==> config.mk <==
export PLATFORM = sky130hd
export DESIGN_NAME = cld_ram
export DESIGN_NICKNAME = d
export VERILOG_FILES = /design/src/rtl/cld_ram.sv
export SDC_FILE = /design/constraint.sdc
export NUM_CORES = 1
export LEC_CHECK = 0
export ABC_AREA = 1
export BUFFER_PORTS_ARGS = -buffer_cell sky130_fd_sc_hd__buf_2
export CAP_MARGIN = 20
export CORE_MARGIN = 1.5
export CORE_UTILIZATION = 45
export DETAILED_ROUTE_END_ITERATION = 10
export MAX_ROUTING_LAYER = met4
export PLACE_DENSITY = 0.64
export SLEW_MARGIN = 20
export SYNTH_ARGS = -nofsm -noshare
export SYNTH_HDL_FRONTEND = slang
export SYNTH_SLANG_ARGS = --single-unit
==> constraint.sdc <==
create_clock -name clk -period 1.3 [get_ports clk]
set_input_delay 0.26 -clock clk [delete_from_list [all_inputs] [get_ports clk]]
set_output_delay 0.26 -clock clk [all_outputs]
set_load 0.005 [all_outputs]
==> src/rtl/cld_ram.sv <==
// ----------------------------------------------------------------------------
// cld_ram
// Generic simple dual-port RAM: one write port, one read port, registered read.
// ----------------------------------------------------------------------------
module cld_ram #(
  parameter int WIDTH = 8,
  parameter int DEPTH = 16
) (
  input  logic                     clk,
  input  logic                     we,
  input  logic [$clog2(DEPTH)-1:0] waddr,
  input  logic [WIDTH-1:0]         wdata,
  input  logic [$clog2(DEPTH)-1:0] raddr,
  output logic [WIDTH-1:0]         rdata
);

  logic [WIDTH-1:0] mem [DEPTH];

  always_ff @(posedge clk) begin
    if (we) begin
      mem[waddr] <= wdata;
    end
    rdata <= mem[raddr];
  end

endmodule

==> impl_metrics.prom <==
# TYPE chip_impl_metric gauge
chip_impl_info{name="run_status",value="finished, final reports clean"} 1
chip_impl_metric{name="finalWorstSetupSlack",unit="ps"} 124
chip_impl_metric{name="drv.max_cap_violation_count",unit=""} 0
chip_impl_metric{name="place_ws",unit="ps"} -57.8
chip_impl_metric{name="detailed_place_hpwl",unit="mm"} 7.59
chip_impl_metric{name="globalRouteOverflowTotal",unit=""} 0
chip_impl_metric{name="yosys.area.top_type_share",unit="%"} 66.7
chip_impl_metric{name="timing.fmax",unit="MHz"} 850
chip_impl_info{name="critPathLaunch",value="rdata[7]"} 1
chip_impl_metric{name="vias",unit=""} 3776
chip_impl_metric{name="die_x",unit="um"} 116
chip_impl_metric{name="gr-usage-all-layers",unit="%"} 21.0
chip_impl_metric{name="numPortBuffers",unit=""} 25
chip_impl_metric{name="path_buf_inv",unit=""} 1
chip_impl_metric{name="die_y",unit="um"} 116
chip_impl_metric{name="htree_levels",unit=""} 4
chip_impl_metric{name="std_cell_rows",unit=""} 41
chip_impl_metric{name="multi_input_comb_area",unit="sq um"} 1210
chip_impl_metric{name="max-vdd-ir-drop",unit="mV"} 0.792
chip_impl_metric{name="drive_gt1_share",unit="%"} 13.0
chip_impl_info{name="r2r-start",value="mem[10][4]"} 1
chip_impl_metric{name="hold_slack",unit="ps"} 253
chip_impl_metric{name="setup_viol",unit=""} 0
chip_impl_metric{name="numCtsBuffers",unit=""} 17
chip_impl_metric{name="synthCells",unit=""} 551
chip_impl_metric{name="met3_length",unit="um"} 667
chip_impl_metric{name="timing.critical_path.depth",unit=""} 1
chip_impl_metric{name="n_antenna_cell",unit=""} 0
chip_impl_metric{name="grt_max_degree",unit=""} 65
chip_impl_metric{name="dieArea",unit="sq um"} 13500
chip_impl_info{name="rsz_0062_raised_after_global_routing",value="no"} 1
chip_impl_metric{name="maximum_clock_insertion_buffer_count",unit=""} 2
chip_impl_info{name="cp-start-kind",value="flip-flop"} 1
chip_impl_metric{name="powerDensity",unit="nW/um^2"} 1480
chip_impl_info{name="timing_endpoint_of_the_critical_path",value="rdata[7]"} 1
chip_impl_metric{name="worstPathMaxFanout",unit=""} 1
chip_impl_metric{name="synth_nets",unit=""} 569
chip_impl_metric{name="num-nets-final",unit=""} 615
chip_impl_metric{name="grt_first_pass_wirelength",unit="mm"} 19.9
chip_impl_metric{name="drv_slew",unit=""} 0
chip_impl_metric{name="drt-pass1-iter-count",unit=""} 5
chip_impl_metric{name="cp_data_arrival_time",unit="ps"} 920
chip_impl_metric{name="floorplan.io_pins",unit=""} 26
chip_impl_metric{name="static_leak",unit="uW"} 0.00294
chip_impl_metric{name="sequential_area",unit="sq um"} 4000
chip_impl_metric{name="dpl.cell_count",unit=""} 750
chip_impl_metric{name="regToRegSetupSlack",unit="ps"} 250
chip_impl_metric{name="timing.slew.headroom",unit="%"} 75.6
chip_impl_info{name="critPathKind",value="flip-flop to output pin"} 1
chip_impl_metric{name="hold_viol_final",unit=""} 0
chip_impl_metric{name="drt_drc_violations_left",unit=""} 0
chip_impl_metric{name="worst_clock_skew",unit="ps"} 6.71
chip_impl_info{name="highest_layer",value="met4"} 1
chip_impl_info{name="critPathCaptureType",value="output pin"} 1
chip_impl_metric{name="post-cts-setup-buffers",unit=""} 0
chip_impl_info{name="layout.cells.most_common_list",value="sky130_fd_sc_hd__nand2_1, sky130_fd_sc_hd__edfxtp_1, sky130_fd_sc_hd__inv_1, sky130_fd_sc_hd__nand3_1, sky130_fd_sc_hd__buf_2"} 1
chip_impl_metric{name="floorplan.initialDensity",unit="%"} 45.9
chip_impl_metric{name="clk_pin_slew_worst_paths",unit="ps"} 50
chip_impl_info{name="clockRootBuffer",value="sky130_fd_sc_hd__clkbuf_16"} 1
chip_impl_metric{name="syn-mean-instance-area",unit="sq um"} 10.5
chip_impl_info{name="chain_of_cells_forming_the_critical_path",value="buf_2"} 1
chip_impl_metric{name="netlist-cell-type-count",unit=""} 12
chip_impl_info{name="mostFrequentLayoutCell",value="sky130_fd_sc_hd__nand2_1"} 1
chip_impl_info{name="worst_path_dominant_cell_family",value="flip-flops"} 1
chip_impl_info{name="synth_largest_area_cell",value="sky130_fd_sc_hd__edfxtp_1"} 1
chip_impl_info{name="reg_to_reg_endpoint",value="rdata[4]"} 1
chip_impl_metric{name="gpl.final_weighted_congestion",unit=""} 0.789
chip_impl_metric{name="max_slew.worst_pin.slew",unit="ps"} 366
chip_impl_metric{name="routed_via_density",unit=""} 4.83
chip_impl_metric{name="max_stage_delay",unit="ps"} 370
chip_impl_metric{name="fin_util",unit="%"} 53.6
chip_impl_metric{name="post_cts_resize_count",unit=""} 0
chip_impl_metric{name="reg2reg_depth",unit=""} 6
chip_impl_metric{name="cts-hold-fix-buffers",unit=""} 0
chip_impl_metric{name="met1_length",unit="mm"} 5.53
chip_impl_metric{name="floorplan.core_area",unit="sq um"} 12600
chip_impl_metric{name="number_of_warnings_printed_during_yosys_synthesis",unit=""} 0
chip_impl_metric{name="cts.sinks",unit=""} 136
chip_impl_metric{name="detail_route.wl_per_cell",unit="um"} 15.9
chip_impl_metric{name="ys_seq_elements",unit=""} 136
chip_impl_metric{name="synthesis.area",unit="sq um"} 5770
chip_impl_metric{name="fin_crit_sh",unit="%"} 90.5
chip_impl_info{name="synth_top_cells_by_area",value="sky130_fd_sc_hd__edfxtp_1, sky130_fd_sc_hd__nand2_1, sky130_fd_sc_hd__nand3_1"} 1
chip_impl_info{name="slowest_stage",value="sky130_fd_sc_hd__dfxtp_1"} 1
chip_impl_metric{name="ant_nets",unit=""} 0
chip_impl_metric{name="clock_latency",unit="ps"} 410
chip_impl_info{name="worst_hold_path_type",value="input pin to flip-flop"} 1
chip_impl_metric{name="finalWorstPathRequiredPeriod",unit="ps"} 1180
chip_impl_metric{name="final_cell_count_without_fillers",unit=""} 781
chip_impl_metric{name="area_delta_synth_final",unit="%"} 16.9
chip_impl_metric{name="via_count_of_the_first_global_routing_pass",unit=""} 3698
chip_impl_metric{name="detailroute.wirelength.met2",unit="mm"} 6.10
chip_impl_metric{name="crit_path_required_time",unit="ps"} 1040
chip_impl_info{name="cts_tree",value="built"} 1
chip_impl_metric{name="detail_route.wirelength",unit="mm"} 12.5
chip_impl_metric{name="synth.yosys.seq_area_share",unit="%"} 69.4
chip_impl_metric{name="initial_antenna_violation_count",unit=""} 0
chip_impl_metric{name="fillCellCount",unit=""} 1045
chip_impl_metric{name="drt_iter0_drc",unit=""} 299
layout make-up:
class	count	share of cell area, %
Clock buffer	18	6.37
Clock inverter	13	1.67
Inverter	102	5.68
Multi-Input combinational cell	289	18.0
Sequential cell	136	59.4
Tap cell	172	3.19
Timing Repair Buffer	51	5.68
routing by layer:
metal  up-vias  track usage (%)
met5         -                -
met4         0             7.64
met3        11             4.36
met2       122             33.5
met1      1780             26.9
li1       1863                -
cells by family after synthesis:
group	after synthesis	synth area share, %
simple gates	289	21.0
flops	136	69.4
buf+inv	126	9.52
worst register-to-register path, cell delays in order (launching register included):
cell and delay [ps]:
sky130_fd_sc_hd__edfxtp_1 370, sky130_fd_sc_hd__inv_1 60, sky130_fd_sc_hd__nand2_1 50, sky130_fd_sc_hd__nand3_1 70, sky130_fd_sc_hd__nand3_1 130, sky130_fd_sc_hd__nand3_1 170, sky130_fd_sc_hd__nand2_1 80
power breakdown:
group | switching, uW | leakage [uW] | internal, uW
Combinational | 416 | 0.00145 | 201
Sequential | 29.7 | 0.00122 | 4900
Clock | 1650 | 0.000269 | 2750
flip-flops by register name (all words and copies together) (netlist names):
name,cells
mem,128
rdata,8
worst min-delay path by stage:
stage	startpoint	slack [ps]	depth (start not counted)	to
final	wdata[2]	250	1	mem[3][2]
after global routing	wdata[2]	260	1	mem[3][2]
after CTS	wdata[2]	250	1	mem[11][2]
after detailed placement	rdata[0]	640	1	rdata[0]
after global placement	rdata[0]	640	1	rdata[0]
after floorplan	wdata[0]	360	0	mem[0][0]
synth_stat cells, drive strengths merged:
| cell | number |
|---|---|
| nand3b | 2 |
| nand3 | 97 |
| buf | 24 |
| nand2 | 173 |
| edfxtp | 128 |
| nor2 | 17 |
| dfxtp | 8 |
| inv | 102 |
stage by stage:
step	setup TNS [ps]	total power [uW]	cell area, sq um
2_1_floorplan	0	5370	5770
3_3_place_gp	-55.8	5630	6200
3_5_place_dp	-102	5640	6200
4_1_cts	0	10000	6740
5_1_grt	0	10300	6740
6_report	0	9960	6740
(Power assumes the default switching activity.)
